<file path="config.mk">
export PLATFORM = sky130hd
export DESIGN_NAME = crc8_register_access_requester
export DESIGN_NICKNAME = d
export VERILOG_FILES = /design/src/crq_pkg.sv /design/src/crq_front.sv /design/src/crq_back.sv /design/src/crc8_register_access_requester.sv
export VERILOG_INCLUDE_DIRS = /design/src /design/src/src
export SDC_FILE = /design/constraint.sdc
export NUM_CORES = 1
export LEC_CHECK = 0
export ABC_AREA = 1
export BUFFER_PORTS_ARGS = -buffer_cell sky130_fd_sc_hd__buf_2
export CAP_MARGIN = 20
export CORE_MARGIN = 5
export CORE_UTILIZATION = 57
export CTS_BUF_LIST = sky130_fd_sc_hd__clkbuf_8
export DETAILED_ROUTE_END_ITERATION = 6
export PLACE_DENSITY = 0.78
export SYNTH_ARGS = -nofsm -noshare
export SYNTH_HDL_FRONTEND = slang
export SYNTH_SLANG_ARGS = --single-unit
</file>
<file path="constraint.sdc">
create_clock -name clk -period 3.43 [get_ports clk]
set_clock_uncertainty 0.2 [all_clocks]
set_input_delay 0.5145 -clock clk [delete_from_list [all_inputs] [get_ports clk]]
set_output_delay 0.5145 -clock clk [all_outputs]
set_load 0.03 [all_outputs]
</file>
<file path="src/crc8_register_access_requester_assert.svh">
// Assertion macros used by the requester back end (crq_back).
// Expects signals named clk and arst_n in the including module.
`ifndef CRC8_REGISTER_ACCESS_REQUESTER_ASSERT_SVH
`define CRC8_REGISTER_ACCESS_REQUESTER_ASSERT_SVH

// same-cycle implication
`define CRQ_ASSERT_NOW(label, ante, cons, msg) \
	label: assert property (@(posedge clk) disable iff (!arst_n) (ante) |-> (cons)) \
		else $error(msg);

// next-cycle implication
`define CRQ_ASSERT_NEXT(label, ante, cons, msg) \
	label: assert property (@(posedge clk) disable iff (!arst_n) (ante) |=> (cons)) \
		else $error(msg);

`endif

</file>
<file path="src/crq_pkg.sv">
// Shared types, constants and the CRC-8 byte step for the register access requester.
// No dependencies.
package crq_pkg;

	localparam int MAX_WORDS = 16;
	localparam int CNT_W     = $clog2(MAX_WORDS + 1);
	localparam int WIDX_W    = (MAX_WORDS > 1) ? $clog2(MAX_WORDS) : 1;
	localparam int POS_W     = $clog2(2 * MAX_WORDS + 6);
	localparam int FRAME_LEN = 5;
	localparam int FIDX_W    = $clog2(FRAME_LEN + 1);
	localparam int QDEPTH    = 2;
	localparam int QPTR_W    = (QDEPTH > 1) ? $clog2(QDEPTH) : 1;
	localparam int QCNT_W    = $clog2(QDEPTH + 1);

	localparam logic [7:0]  CMD_READ      = 8'h03;
	localparam logic [7:0]  CMD_WRITE     = 8'h01;
	localparam logic [7:0]  CRC_POLY      = 8'h8C;
	localparam logic [15:0] TIMEOUT_RESET = 16'd100;
	localparam logic [15:0] RETRY_RESET   = 16'd10;

	typedef enum logic [1:0] {
		KIND_READ  = 2'd0,
		KIND_WRITE = 2'd1,
		KIND_RX    = 2'd2,
		KIND_TICK  = 2'd3
	} kind_t;

	typedef enum logic [1:0] {
		RES_TX      = 2'd0,
		RES_WORD    = 2'd1,
		RES_DONE    = 2'd2,
		RES_RESTART = 2'd3
	} res_kind_t;

	typedef enum logic [1:0] {
		REG_RESPONSE_TIMEOUT = 2'd0,
		REG_RETRY_LIMIT      = 2'd1
	} cfg_reg_t;

	typedef struct packed {
		kind_t             kind;
		logic [15:0]       addr;
		logic [CNT_W-1:0]  cnt;
		logic [15:0]       wval;
		logic [7:0]        rxb;
	} cmd_t;

	// reflected CRC-8, one byte, LSB first
	function automatic logic [7:0] crc8_step(input logic [7:0] crc_in, input logic [7:0] b_in);
		logic [7:0] c;
		logic [7:0] b;
		c = crc_in;
		b = b_in;
		for (int i = 0; i < 8; i++) begin
			if (c[0] ^ b[0]) begin
				c = (c >> 1) ^ CRC_POLY;
			end else begin
				c = c >> 1;
			end
			b = b >> 1;
		end
		return c;
	endfunction

endpackage

</file>
<file path="src/crq_front.sv">
// Front end: accepts input items, clamps the read count, queues decoded commands.
// Depends on crq_pkg.
module crq_front (
	input  logic               clk,
	input  logic               arst_n,
	input  logic               in_valid,
	output logic               in_ready,
	input  logic [1:0]         in_kind,
	input  logic [15:0]        in_addr,
	input  logic [15:0]        in_count,
	input  logic [15:0]        in_wval,
	input  logic [7:0]         in_rxb,
	output logic               cmd_valid,
	output crq_pkg::cmd_t      cmd,
	input  logic               cmd_pop
);

	crq_pkg::cmd_t                 q_mem [crq_pkg::QDEPTH];
	logic [crq_pkg::QPTR_W-1:0]    wr_ptr_q;
	logic [crq_pkg::QPTR_W-1:0]    rd_ptr_q;
	logic [crq_pkg::QCNT_W-1:0]    fill_q;
	crq_pkg::cmd_t                 dec;
	logic                          push;

	always_comb begin
		dec.kind = crq_pkg::kind_t'(in_kind);
		dec.addr = in_addr;
		dec.wval = in_wval;
		dec.rxb  = in_rxb;
		dec.cnt  = '0;
		if (dec.kind == crq_pkg::KIND_READ) begin
			if (in_count > 16'(crq_pkg::MAX_WORDS)) begin
				dec.cnt = crq_pkg::CNT_W'(crq_pkg::MAX_WORDS);
			end else begin
				dec.cnt = in_count[crq_pkg::CNT_W-1:0];
			end
		end
	end

	assign in_ready  = (fill_q != crq_pkg::QCNT_W'(crq_pkg::QDEPTH));
	assign push      = in_valid && in_ready;
	assign cmd_valid = (fill_q != '0);
	assign cmd       = q_mem[rd_ptr_q];

	always_ff @(posedge clk) begin
		if (push) begin
			q_mem[wr_ptr_q] <= dec;
		end
	end

	always_ff @(posedge clk or negedge arst_n) begin
		if (!arst_n) begin
			wr_ptr_q <= '0;
			rd_ptr_q <= '0;
			fill_q   <= '0;
		end else begin
			if (push) begin
				wr_ptr_q <= (wr_ptr_q == crq_pkg::QPTR_W'(crq_pkg::QDEPTH - 1)) ? '0 :
					wr_ptr_q + crq_pkg::QPTR_W'(1);
			end
			if (cmd_pop) begin
				rd_ptr_q <= (rd_ptr_q == crq_pkg::QPTR_W'(crq_pkg::QDEPTH - 1)) ? '0 :
					rd_ptr_q + crq_pkg::QPTR_W'(1);
			end
			if (push && !cmd_pop) begin
				fill_q <= fill_q + crq_pkg::QCNT_W'(1);
			end else if (!push && cmd_pop) begin
				fill_q <= fill_q - crq_pkg::QCNT_W'(1);
			end
		end
	end

endmodule

</file>
<file path="src/crq_back.sv">
// Back end: request framing, response checking, retries and the output register.
// Depends on crq_pkg and crc8_register_access_requester_assert.svh.
`include "crc8_register_access_requester_assert.svh"

module crq_back (
	input  logic                    clk,
	input  logic                    arst_n,
	input  logic                    cmd_valid,
	input  crq_pkg::cmd_t           cmd,
	output logic                    cmd_pop,
	input  logic [15:0]             response_timeout,
	input  logic [15:0]             retry_limit,
	output logic                    out_valid,
	input  logic                    out_ready,
	output crq_pkg::res_kind_t      out_kind,
	output logic [7:0]              out_tx,
	output logic [15:0]             out_word,
	output logic [3:0]              out_index,
	output logic                    out_last
);

	typedef enum logic [4:0] {
		ST_IDLE    = 5'b00001,
		ST_SEND    = 5'b00010,
		ST_RESTART = 5'b00100,
		ST_WORDS   = 5'b01000,
		ST_DONE    = 5'b10000
	} state_t;

	state_t                         state_q;
	logic                           awaiting_q;
	logic                           is_read_q;
	logic [7:0]                     frame_q [crq_pkg::FRAME_LEN];
	logic [crq_pkg::CNT_W-1:0]      cnt_q;
	logic [crq_pkg::POS_W-1:0]      rx_pos_q;
	logic [7:0]                     rx_crc_q;
	logic                           echo_q;
	logic [7:0]                     low_q;
	logic [15:0]                    store_q [crq_pkg::MAX_WORDS];
	logic [15:0]                    failed_q;
	logic [15:0]                    wait_q;
	logic [crq_pkg::FIDX_W-1:0]     fidx_q;
	logic [crq_pkg::WIDX_W-1:0]     widx_q;
	logic [7:0]                     tx_crc_q;

	logic                           out_valid_q;
	crq_pkg::res_kind_t             out_kind_q;
	logic [7:0]                     out_tx_q;
	logic [15:0]                    out_word_q;
	logic [3:0]                     out_index_q;
	logic                           out_last_q;

	logic                           out_free;
	logic [crq_pkg::POS_W-1:0]      total;
	logic [crq_pkg::POS_W-1:0]      pos_inc;
	logic [crq_pkg::POS_W-1:0]      pos_m4;
	logic [crq_pkg::WIDX_W-1:0]     wsel;
	logic                           last_byte;
	logic [15:0]                    wait_inc;
	logic [15:0]                    failed_inc;
	logic                           over_limit;
	logic [7:0]                     frame_byte;
	logic                           store_we;
	logic                           is_req;
	logic                           rx_go;
	logic                           tick_go;
	logic                           fail_go;
	logic                           words_end;

	logic                           emit;
	crq_pkg::res_kind_t             e_kind;
	logic [7:0]                     e_tx;
	logic [15:0]                    e_word;
	logic [3:0]                     e_idx;
	logic                           e_last;

	assign out_free   = !out_valid_q || out_ready;
	assign total      = is_read_q ?
		(crq_pkg::POS_W'(5) + (crq_pkg::POS_W'(cnt_q) << 1)) : crq_pkg::POS_W'(6);
	assign pos_inc    = rx_pos_q + crq_pkg::POS_W'(1);
	assign pos_m4     = rx_pos_q - crq_pkg::POS_W'(4);
	assign wsel       = pos_m4[crq_pkg::WIDX_W:1];
	assign last_byte  = !(pos_inc < total);
	assign wait_inc   = wait_q + 16'd1;
	assign failed_inc = failed_q + 16'd1;
	assign over_limit = failed_inc > retry_limit;
	assign words_end  = (crq_pkg::CNT_W'(widx_q) + crq_pkg::CNT_W'(1)) == cnt_q;

	assign cmd_pop = (state_q == ST_IDLE) && cmd_valid;
	assign is_req  = cmd_pop &&
		(cmd.kind == crq_pkg::KIND_READ || cmd.kind == crq_pkg::KIND_WRITE);
	assign rx_go   = cmd_pop && awaiting_q && cmd.kind == crq_pkg::KIND_RX;
	assign tick_go = cmd_pop && awaiting_q && cmd.kind == crq_pkg::KIND_TICK;
	assign fail_go = (tick_go && !(wait_inc < response_timeout)) ||
		(rx_go && last_byte && !(echo_q && rx_crc_q == cmd.rxb));
	assign store_we = rx_go && !last_byte && is_read_q &&
		!(rx_pos_q < crq_pkg::POS_W'(4)) && rx_pos_q[0];

	always_comb begin
		frame_byte = tx_crc_q;
		if (fidx_q != crq_pkg::FIDX_W'(crq_pkg::FRAME_LEN)) begin
			frame_byte = frame_q[fidx_q[$clog2(crq_pkg::FRAME_LEN)-1:0]];
		end
	end

	always_comb begin
		emit   = 1'b0;
		e_kind = crq_pkg::RES_TX;
		e_tx   = 8'd0;
		e_word = 16'd0;
		e_idx  = 4'd0;
		e_last = 1'b0;
		case (state_q)
			ST_SEND: begin
				emit   = out_free;
				e_tx   = frame_byte;
				e_last = (fidx_q == crq_pkg::FIDX_W'(crq_pkg::FRAME_LEN));
			end
			ST_RESTART: begin
				emit   = out_free;
				e_kind = crq_pkg::RES_RESTART;
			end
			ST_WORDS: begin
				emit   = out_free;
				e_kind = crq_pkg::RES_WORD;
				e_word = store_q[widx_q];
				e_idx  = 4'(widx_q);
			end
			ST_DONE: begin
				emit   = out_free;
				e_kind = crq_pkg::RES_DONE;
				e_last = 1'b1;
			end
			default: begin
				emit = 1'b0;
			end
		endcase
	end

	// payload stores
	always_ff @(posedge clk) begin
		if (is_req) begin
			frame_q[0] <= (cmd.kind == crq_pkg::KIND_READ) ? crq_pkg::CMD_READ :
				crq_pkg::CMD_WRITE;
			frame_q[1] <= cmd.addr[7:0];
			frame_q[2] <= cmd.addr[15:8];
			frame_q[3] <= (cmd.kind == crq_pkg::KIND_READ) ? 8'(cmd.cnt) : cmd.wval[7:0];
			frame_q[4] <= (cmd.kind == crq_pkg::KIND_READ) ? 8'd0 : cmd.wval[15:8];
		end
		if (store_we) begin
			store_q[wsel] <= {cmd.rxb, low_q};
		end
	end

	always_ff @(posedge clk or negedge arst_n) begin
		if (!arst_n) begin
			state_q    <= ST_IDLE;
			awaiting_q <= 1'b0;
			is_read_q  <= 1'b0;
			cnt_q      <= '0;
			rx_pos_q   <= '0;
			rx_crc_q   <= 8'd0;
			echo_q     <= 1'b1;
			low_q      <= 8'd0;
			failed_q   <= 16'd0;
			wait_q     <= 16'd0;
			fidx_q     <= '0;
			widx_q     <= '0;
			tx_crc_q   <= 8'd0;
		end else begin
			case (state_q)
				ST_IDLE: begin
					if (is_req) begin
						is_read_q  <= (cmd.kind == crq_pkg::KIND_READ);
						cnt_q      <= cmd.cnt;
						failed_q   <= 16'd0;
						awaiting_q <= 1'b0;
						fidx_q     <= '0;
						tx_crc_q   <= 8'd0;
						state_q    <= ST_SEND;
					end else if (fail_go) begin
						failed_q <= over_limit ? 16'd0 : failed_inc;
						fidx_q   <= '0;
						tx_crc_q <= 8'd0;
						state_q  <= over_limit ? ST_RESTART : ST_SEND;
					end else if (tick_go) begin
						wait_q <= wait_inc;
					end else if (rx_go && !last_byte) begin
						rx_crc_q <= crq_pkg::crc8_step(rx_crc_q, cmd.rxb);
						if ((rx_pos_q == crq_pkg::POS_W'(1) && cmd.rxb != frame_q[1]) ||
						    (rx_pos_q == crq_pkg::POS_W'(2) && cmd.rxb != frame_q[2])) begin
							echo_q <= 1'b0;
						end
						if (is_read_q && !(rx_pos_q < crq_pkg::POS_W'(4)) && !rx_pos_q[0]) begin
							low_q <= cmd.rxb;
						end
						rx_pos_q <= pos_inc;
					end else if (rx_go) begin
						awaiting_q <= 1'b0;
						rx_pos_q   <= '0;
						rx_crc_q   <= 8'd0;
						echo_q     <= 1'b1;
						failed_q   <= 16'd0;
						wait_q     <= 16'd0;
						widx_q     <= '0;
						state_q    <= (is_read_q && cnt_q != '0) ? ST_WORDS : ST_DONE;
					end
				end
				ST_SEND: begin
					if (emit) begin
						tx_crc_q <= crq_pkg::crc8_step(tx_crc_q, frame_byte);
						fidx_q   <= fidx_q + crq_pkg::FIDX_W'(1);
						if (e_last) begin
							awaiting_q <= 1'b1;
							rx_pos_q   <= '0;
							rx_crc_q   <= 8'd0;
							echo_q     <= 1'b1;
							low_q      <= 8'd0;
							wait_q     <= 16'd0;
							state_q    <= ST_IDLE;
						end
					end
				end
				ST_RESTART: begin
					if (emit) begin
						state_q <= ST_SEND;
					end
				end
				ST_WORDS: begin
					if (emit) begin
						widx_q <= widx_q + crq_pkg::WIDX_W'(1);
						if (words_end) begin
							state_q <= ST_DONE;
						end
					end
				end
				ST_DONE: begin
					if (emit) begin
						state_q <= ST_IDLE;
					end
				end
				default: begin
					state_q <= ST_IDLE;
				end
			endcase
		end
	end

	// output register
	always_ff @(posedge clk) begin
		if (emit) begin
			out_kind_q  <= e_kind;
			out_tx_q    <= e_tx;
			out_word_q  <= e_word;
			out_index_q <= e_idx;
			out_last_q  <= e_last;
		end
	end

	always_ff @(posedge clk or negedge arst_n) begin
		if (!arst_n) begin
			out_valid_q <= 1'b0;
		end else if (emit) begin
			out_valid_q <= 1'b1;
		end else if (out_ready) begin
			out_valid_q <= 1'b0;
		end
	end

	assign out_valid = out_valid_q;
	assign out_kind  = out_kind_q;
	assign out_tx    = out_tx_q;
	assign out_word  = out_word_q;
	assign out_index = out_index_q;
	assign out_last  = out_last_q;

	`CRQ_ASSERT_NOW(a_words_in_read, state_q == ST_WORDS,
		is_read_q && (crq_pkg::CNT_W'(widx_q) < cnt_q), "word output outside a read")
	`CRQ_ASSERT_NOW(a_pos_bound, awaiting_q, rx_pos_q < total,
		"response position past frame end")
	`CRQ_ASSERT_NEXT(a_send_arms,
		state_q == ST_SEND && emit && e_last,
		awaiting_q && rx_pos_q == '0 && state_q == ST_IDLE, "frame end did not arm receive")
	`CRQ_ASSERT_NOW(a_restart_clear, state_q == ST_RESTART, failed_q == 16'd0,
		"retry count not cleared on restart")

endmodule

</file>
<file path="src/crc8_register_access_requester.sv">
// Top level of the CRC-8 framed register access requester: config registers and wiring.
// Depends on crq_pkg, crq_front and crq_back.
//
//  channel | dir | handshake          | payload
//  s_*     | in  | s_tvalid/s_tready  | tuser kind, tdata request fields / rx byte
//  m_*     | out | m_tvalid/m_tready  | tuser result kind, tdata tx/word/index, tlast
//  cfg_*   | in  | cfg_valid/cfg_ready| cfg_index, cfg_data
//
// The back end takes a received byte or tick while idle; a request sends six frame bytes
// (one per cycle out of the output register unless stalled); an accepted read n words, then done.
// A two-entry command queue lets input items keep arriving while frames are sent.
// Reset is asynchronous and clears all control state; no clearing pass is needed.
// Stalls on m_tready hold the back end; a full queue drops s_tready.
module crc8_register_access_requester (
	input  logic        clk,
	input  logic        arst_n,
	input  logic        s_tvalid,
	output logic        s_tready,
	input  logic [1:0]  s_tuser,   // kind
	input  logic [55:0] s_tdata,   // param_address, word_count, write_value, rx_byte
	output logic        m_tvalid,
	input  logic        m_tready,
	output logic [1:0]  m_tuser,   // result_kind
	output logic [31:0] m_tdata,   // tx_byte, read_word, word_index, zero pad
	output logic        m_tlast,
	input  logic        cfg_valid,
	output logic        cfg_ready,
	input  logic [1:0]  cfg_index,
	input  logic [15:0] cfg_data
);

	logic [15:0]         timeout_q;
	logic [15:0]         retry_q;
	logic                cmd_valid;
	crq_pkg::cmd_t       cmd;
	logic                cmd_pop;
	crq_pkg::res_kind_t  res_kind;
	logic [7:0]          res_tx;
	logic [15:0]         res_word;
	logic [3:0]          res_index;

	assign cfg_ready = 1'b1;

	always_ff @(posedge clk or negedge arst_n) begin
		if (!arst_n) begin
			timeout_q <= crq_pkg::TIMEOUT_RESET;
			retry_q   <= crq_pkg::RETRY_RESET;
		end else if (cfg_valid) begin
			case (cfg_index)
				crq_pkg::REG_RESPONSE_TIMEOUT: timeout_q <= cfg_data;
				crq_pkg::REG_RETRY_LIMIT: retry_q <= cfg_data;
				default: begin
				end
			endcase
		end
	end

	crq_front u_front (
		.clk       (clk),
		.arst_n    (arst_n),
		.in_valid  (s_tvalid),
		.in_ready  (s_tready),
		.in_kind   (s_tuser),
		.in_addr   (s_tdata[15:0]),
		.in_count  (s_tdata[31:16]),
		.in_wval   (s_tdata[47:32]),
		.in_rxb    (s_tdata[55:48]),
		.cmd_valid (cmd_valid),
		.cmd       (cmd),
		.cmd_pop   (cmd_pop)
	);

	crq_back u_back (
		.clk              (clk),
		.arst_n           (arst_n),
		.cmd_valid        (cmd_valid),
		.cmd              (cmd),
		.cmd_pop          (cmd_pop),
		.response_timeout (timeout_q),
		.retry_limit      (retry_q),
		.out_valid        (m_tvalid),
		.out_ready        (m_tready),
		.out_kind         (res_kind),
		.out_tx           (res_tx),
		.out_word         (res_word),
		.out_index        (res_index),
		.out_last         (m_tlast)
	);

	assign m_tuser = res_kind;
	assign m_tdata = {4'd0, res_index, res_word, res_tx};

endmodule

</file>
==> results.toml, run 1 <==
[run_status]
status = "finished with violations"
violations = "setup timing"

[finish]
multi_input_area_um2 = 7200
num_antenna_cells = 0
drive_gt1_frac = 0.169
final_common_cell = "nand2_1"
area_growth_pct = 19.1
fillers = 2789
nets = 2592
layout_common_cells = "499 x nand2_1, 414 x edfxtp_1, 229 x inv_1, 169 x o21ai_0, 145 x nor2_1"
fin_area_um2 = 28100
regArea_um2 = 15400

[synthesis]
synthXorXnorAreaFrac = 0.0275
synthAdderAreaFrac = 0.0260
synth_edf_count = 414
synth_compound_area_frac = 0.0861
ys.flop_type = "edfxtp_1"
synth_cell_types = 51
netlist_instances = 2180
netlist_area_um2 = 23600
postSynthAreaPerCell_um2 = 10.8
ys_warn_count = 0
ys_seq_elements = 533
synth_top_family_by_area = "simple AND/OR/NAND/NOR gates"
synth-simple-area-share = 0.155
synth_mux_area_frac = 0
synth-seq-area-share = 0.654
synthArstFlopShare = 0.223

[worst_setup_path]
critical_path_class = "reg2reg"
slowest_delay_ns = 0.39
cp_top_family = "simple AND/OR/NAND/NOR gates"
path_cells = "ha_2 > nand3_2 > nor3_2 > nand2_1 > nor3_2 > nand2_1 > nor3_2 > xor2_1 > ha_1 > nand2_1 > inv_1 > nand3_2 > inv_2 > a21oi_2 > nand2_1 > nand2_2 > nand2_4 > buf_4 > inv_6 > nand2_8 > buf_12 > inv_6 > nand3_1 > o21ai_1"
r2r_slack_ns = -0.22
worstPathArrival_ns = 4.00
r2r-start = "u_back.wait_q[0]"
crit_start = "u_back.wait_q[0]"
setup.worst_path.end_class = "flip-flop"
crit_fanout = 6
cp_common_cell = "nand2_1"
cpMaxStageDelayCell = "dfrtp_1"
worstSetupStartpointType = "flip-flop"
critPathRequiredTime_ns = 3.77
critical_path_buf_inv_count = 6

[clocking]
cts-root-buf = "clkbuf_8"
clk_latency_ns = 0.65
clock-sinks = 533
numCtsBuffers = 85
cts_tree = "done"
clkSlewWorstSetupHoldPaths_ns = 0.06
clk_path_buf_depth = 3
h-tree-depth = 3

[placed_design]
dpl.hpwl_um = 34800
place_worst_setup_slack_ns = -0.209
placed_area_um2 = 25400
gp_congestion = 0.905
port_buffers = 113

[global_routing]
grt_pass1_wl_um = 89000
grt.total_usage = 0.248
grt_pass1_vias = 17300
grt_overflow = 0
grt_max_degree = 145
antenna_found_initial = 0

[sta]
rsz0062_at_grt = "true"
relSlewSlack = 0.349
finalWorstSetupSlack_ns = -0.221
tightest_slew_ns = 0.974
min_period_over_period = 1.06
finalSetupViolCount = 70
drv_slew = 0
period_needed_ns = 3.65
finalHoldViolCount = 0
timing.fmax_mhz = 274

[route]
highest_layer = "met4"
ant_nets = 0
vias_per_cell = 5.65
drtIter0Drc = 1775
dr.pass1.iters = 6
avgRoutedWirePerCell_um = 18.9
vias = 17300
wl_met3_um = 4330
drc_errors = 0
wirelength_met1_um = 22500
wl_met2_um = 29500
routed_wirelength_um = 58000

[floorplan]
pin_count = 119
initial_utilization = 0.577
fp-row-count = 74
die_area_um2 = 45500
core_area_um2 = 40800
die_h_um = 213
die_w_um = 213

[run]
maxCapViolations = 0

[worst_hold_path]
hp-class = "in2reg"
hp-start = "m_tready"

[pwr]
switching_share = 0.351
power_density_nw_per_um2 = 701
p_seq_frac = 0.456
leakagePower_uw = 0.0116
switchingPower_uw = 6920
ir_worst_vdd_mv = 0.480
pwr-share-comb = 0.284
pwr-share-clk = 0.260
intPower_uw = 12800
[per-layer routing]
metal  global-route usage  vias up
li1                     -     8062
met1                0.319     8359
met2                0.434      752
met3               0.0407      136
met4               0.0849        0
met5                    0        -
[sequential cells by signal, summed over array words and instances, names as in the netlist, 5 cells and up]
signal,flops
u_back.store_q,256
u_back.out_tx,8
u_front.q_mem,94
u_back.failed_q,16
u_back.rx_pos_q,6
u_back.tx_crc_q,8
u_back.cnt_q,5
u_back.wait_q,16
u_back.rx_crc_q,8
retry_q,16
u_back.frame_q,33
timeout_q,16
u_back.out_word,16
u_back.state_q,5
u_back.low_q,8
[final timing paths]
kind                       cells past startpoint                 to
max                                           24  u_back.wait_q[11]
max in group asynchronous                      3         retry_q[3]
min reg2reg                                    2      u_back.echo_q
min                                            4   u_back.out_valid
max reg2reg                                   24  u_back.wait_q[11]
min in group asynchronous                      2       timeout_q[0]
[cells by family after synthesis]
kind of cell / Yosys count
AND/OR/NAND/NOR: 863
flip-flops: 533
AO/OA/AOI/OAI: 357
buffers and inverters: 303
XOR/XNOR: 73
adder cells (fa/ha/maj): 49
other: 2
[what timing repair did]
item / 4_1_cts / 5_1_grt
hold endpoints to repair: 143 / 0
cloned: 0 / 5
resized for setup: 7 / 82
pin swaps: 0 / 29
setup buffers: 0 / 16
setup endpoints to repair: 75 / 224
hold buffers: 58 / 0
[area by class of cell]
cell class	instances	share of cell area
Inverter	219	0.0301
Timing Repair Buffer	274	0.0820
Clock buffer	88	0.0432
Timing Repair inverter	2	0.000714
Sequential cell	533	0.550
Multi-Input combinational cell	1347	0.257
Clock inverter	70	0.0139
Tap cell	532	0.0237
[stage by stage]
stage               utilization  hold slack, ns  TNS (ns)  cells  total power [uW]
finish                    0.687          0.0479     -6.89   3065             19700
global route              0.687          0.0322    -26.98   3065             20700
CTS                       0.676         0.00146         0   3043             19200
detailed placement        0.621           0.272     -8.85   2827             14100
global placement          0.621           0.254    -0.828   2827             13900
floorplan                     -          0.0189     -3.40   2183             12400
[worst min-delay path, stage by stage]
cell	delay [ns]
buf_2	0.08
nor2_1	0.08
inv_1	0.12
nand2_1	0.06
[power by group through the flow]
stage | registers (uW) | logic [uW] | clock network (uW)
CTS | 8940 | 5130 | 5170
detailed placement | 9060 | 5040 | 0
floorplan | 9070 | 3280 | 0
global route | 9030 | 6120 | 5510
global placement | 9010 | 4890 | 0
finish | 8970 | 5600 | 5120
[synthesized netlist by cell type (all sizes together) (2+ instances only)]
master	n	area [um2]
nand2	520	2000
edfxtp	414	12400
inv	215	812
o21ai	210	1070
nor2	161	619
nand3	118	591
dfrtp	112	2800
a21oi	66	334
clkbuf	63	236
xor2	62	551
ha	49	613
o22ai	32	200
nand4	22	138
buf	21	136
nor3	21	150
o221ai	17	149
a311oi	16	140
xnor2	11	96.3
dfstp	7	184
nor4	7	43.8
or2	7	43.8
a31oi	6	37.5
nor3b	5	37.5
clkinv	4	16.3
o211ai	4	43.8
conb	2	7.51
nand3b	2	15.0
(Power assumes the default switching activity.)
==> run 2, diff against run 1 <==
Settings changed: MAX_ROUTING_LAYER from default to met4.
==> run 2 against run 1 <==
  * The flow still finishes with violations (setup timing)
  * Worst setup slack gained 0.065 ns
  * Final area decreased by 0.29%
  * Critical path depth is the same
  * Non-clock buffer count grew 5
  * Sequential share of layout area is 0.16 points higher
  * Die area unchanged
  * Wire length shrank 3.3%
  * Power shrank 1.7%
  * Worst hold slack better by 0.0099 ns
  * Critical path type unchanged
  * Largest cell class unchanged
  * Largest power group unchanged
==> results.toml, run 2 (synthesis results as in run 1) <==
[worst_hold_path]
hp-class = "in2reg"
hp-start = "m_tready"

[route]
drtIter0Drc = 1641
vias = 17100
routed_wirelength_um = 56100
ant_nets = 0
vias_per_cell = 5.57
dr.pass1.iters = 6
avgRoutedWirePerCell_um = 18.3
drc_errors = 0

[finish]
final_common_cell = "nand2_1"
layout_common_cells = "498 x nand2_1, 414 x edfxtp_1, 234 x inv_1, 172 x o21ai_0, 143 x nor2_1"
largest_reg_flops = 256
num_antenna_cells = 0
fin_util = 0.685
drive_gt1_frac = 0.170
reg_top3 = "u_back.store_q (256), u_front.q_mem (94), u_back.frame_q (33)"
top_register = "u_back.store_q"
area_growth_pct = 18.7
fin_area_um2 = 28000
nets = 2595

[clocking]
numCtsBuffers = 84
cts_tree = "done"
clk_path_buf_depth = 3
clkSlewWorstSetupHoldPaths_ns = 0.06
h-tree-depth = 3
clock-sinks = 533
clk_latency_ns = 0.66
cts-root-buf = "clkbuf_8"

[run_status]
status = "finished with violations"
violations = "setup timing"

[worst_setup_path]
crit_fanout = 8
critical_path_class = "reg2reg"
cpMaxStageDelayCell = "dfrtp_1"
critical_path_buf_inv_count = 6
setup.worst_path.end_class = "flip-flop"
worstPathArrival_ns = 3.92
worstSetupStartpointType = "flip-flop"
cp_common_cell = "nand2_1"
crit_start = "u_back.wait_q[0]"
slowest_delay_ns = 0.42
critPathRequiredTime_ns = 3.77
cp_top_family = "simple AND/OR/NAND/NOR gates"
r2r-start = "u_back.wait_q[0]"
path_cells = "inv_2 > nor3_4 > nand3_2 > nor3_2 > nand2_1 > inv_2 > nand4_1 > inv_1 > nand2_2 > xor2_2 > ha_1 > nand2_1 > inv_1 > nand3_2 > inv_1 > a21oi_1 > nand2_1 > nand2_2 > nand2_4 > nor3_4 > buf_12 > nand2_8 > nand2_1 > nand2_1"

[sta]
relSlewSlack = 0.313
finalWorstSetupSlack_ns = -0.157
finalSetupViolCount = 73
finalHoldViolCount = 0
timing.fmax_mhz = 279
period_needed_ns = 3.59
drv_slew = 0
rsz0062_at_grt = "true"
min_period_over_period = 1.05
tightest_slew_ns = 1.03

[floorplan]
fp-row-count = 74
die_area_um2 = 45500
die_w_um = 213
die_h_um = 213
initial_utilization = 0.577
pin_count = 119
core_area_um2 = 40800

[global_routing]
grt.total_usage = 0.255
grt_pass1_vias = 17300
grt_max_degree = 114
grt_pass1_wl_um = 88700
antenna_found_initial = 0
grt_overflow = 0

[pwr]
leakagePower_uw = 0.0116
ir_worst_vdd_mv = 0.552
power_density_nw_per_um2 = 692
finalPower_uw = 19300

[placed_design]
port_buffers = 113
placed_area_um2 = 25400
gp_congestion = 0.903
dpl.hpwl_um = 34400

[run]
maxCapViolations = 0
run 2: repair_timing:
| item | 4_1_cts | 5_1_grt |
|---|---|---|
| resized for setup | 22 | 56 |
| hold endpoints to repair | 179 | 0 |
| setup endpoints to repair | 75 | 298 |
| setup buffers | 16 | 3 |
| pin swaps | 8 | 16 |
| cloned | 0 | 1 |
| hold buffers | 59 | 0 |
run 2: final timing paths:
| check | slack [ns] | cells past startpoint | to |
|---|---|---|---|
| setup / recovery | -0.16 | 24 | u_back.low_q[0] |
| min in group asynchronous | 0.34 | 2 | timeout_q[3] |
| max in group asynchronous | 1.84 | 3 | u_back.state_q[0] |
| setup reg to reg | -0.16 | 24 | u_back.low_q[0] |
| hold / removal | 0.06 | 4 | u_back.out_valid |
| hold reg to reg | 0.27 | 2 | u_back.echo_q |
run 2: area by class of cell:
cell class | count | area, um2
Clock buffer | 92 | 1270
Inverter | 219 | 838
Timing Repair inverter | 1 | 11.3
Multi-Input combinational cell | 1347 | 7190
Tap cell | 532 | 666
Timing Repair Buffer | 279 | 2260
Fill cell | 2793 | 12900
Clock inverter | 65 | 322
Sequential cell | 533 | 15400
run 2: report_power, final:
| group | internal, uW | switching (uW) | leakage [uW] |
|---|---|---|---|
| Sequential | 8360 | 630 | 0.00536 |
| Clock | 2570 | 2490 | 0.000937 |
| Combinational | 1680 | 3630 | 0.00530 |
run 2: worst register-to-register path: stages (launching register included):
cell,delay [ns]
dfrtp_1,0.42
inv_2,0.08
nor3_4,0.21
nand3_2,0.12
nor3_2,0.19
nand2_1,0.12
inv_2,0.07
nand4_1,0.09
inv_1,0.10
nand2_2,0.07
xor2_2,0.16
ha_1,0.32
nand2_1,0.10
inv_1,0.06
nand3_2,0.07
inv_1,0.04
a21oi_1,0.14
nand2_1,0.09
nand2_2,0.10
nand2_4,0.12
nor3_4,0.24
buf_12,0.16
nand2_8,0.07
nand2_1,0.08
nand2_1,0.07
run 2: stage by stage:
stage	cells	hold WS [ns]	setup slack (ns)	setup TNS, ns
after CTS	3064	0.00926	-0.00415	-0.00415
after global routing	3068	0.0675	-0.315	-18.76
after detailed placement	2832	0.267	-0.280	-12.90
after global placement	2832	0.258	-0.113	-3.69
final	3068	0.0578	-0.157	-6.88
after floorplan	2183	0.0189	-0.0143	-3.40
run 2: routing by layer:
metal / vias to the layer above / share of wire / GRT usage
li1: 8058 / - / -
met3: 137 / 0.071 / 0.0395
met1: 8163 / 0.39 / 0.317
met4: 0 / 0.036 / 0.101
met2: 725 / 0.50 / 0.424
met5: - / 0 / -
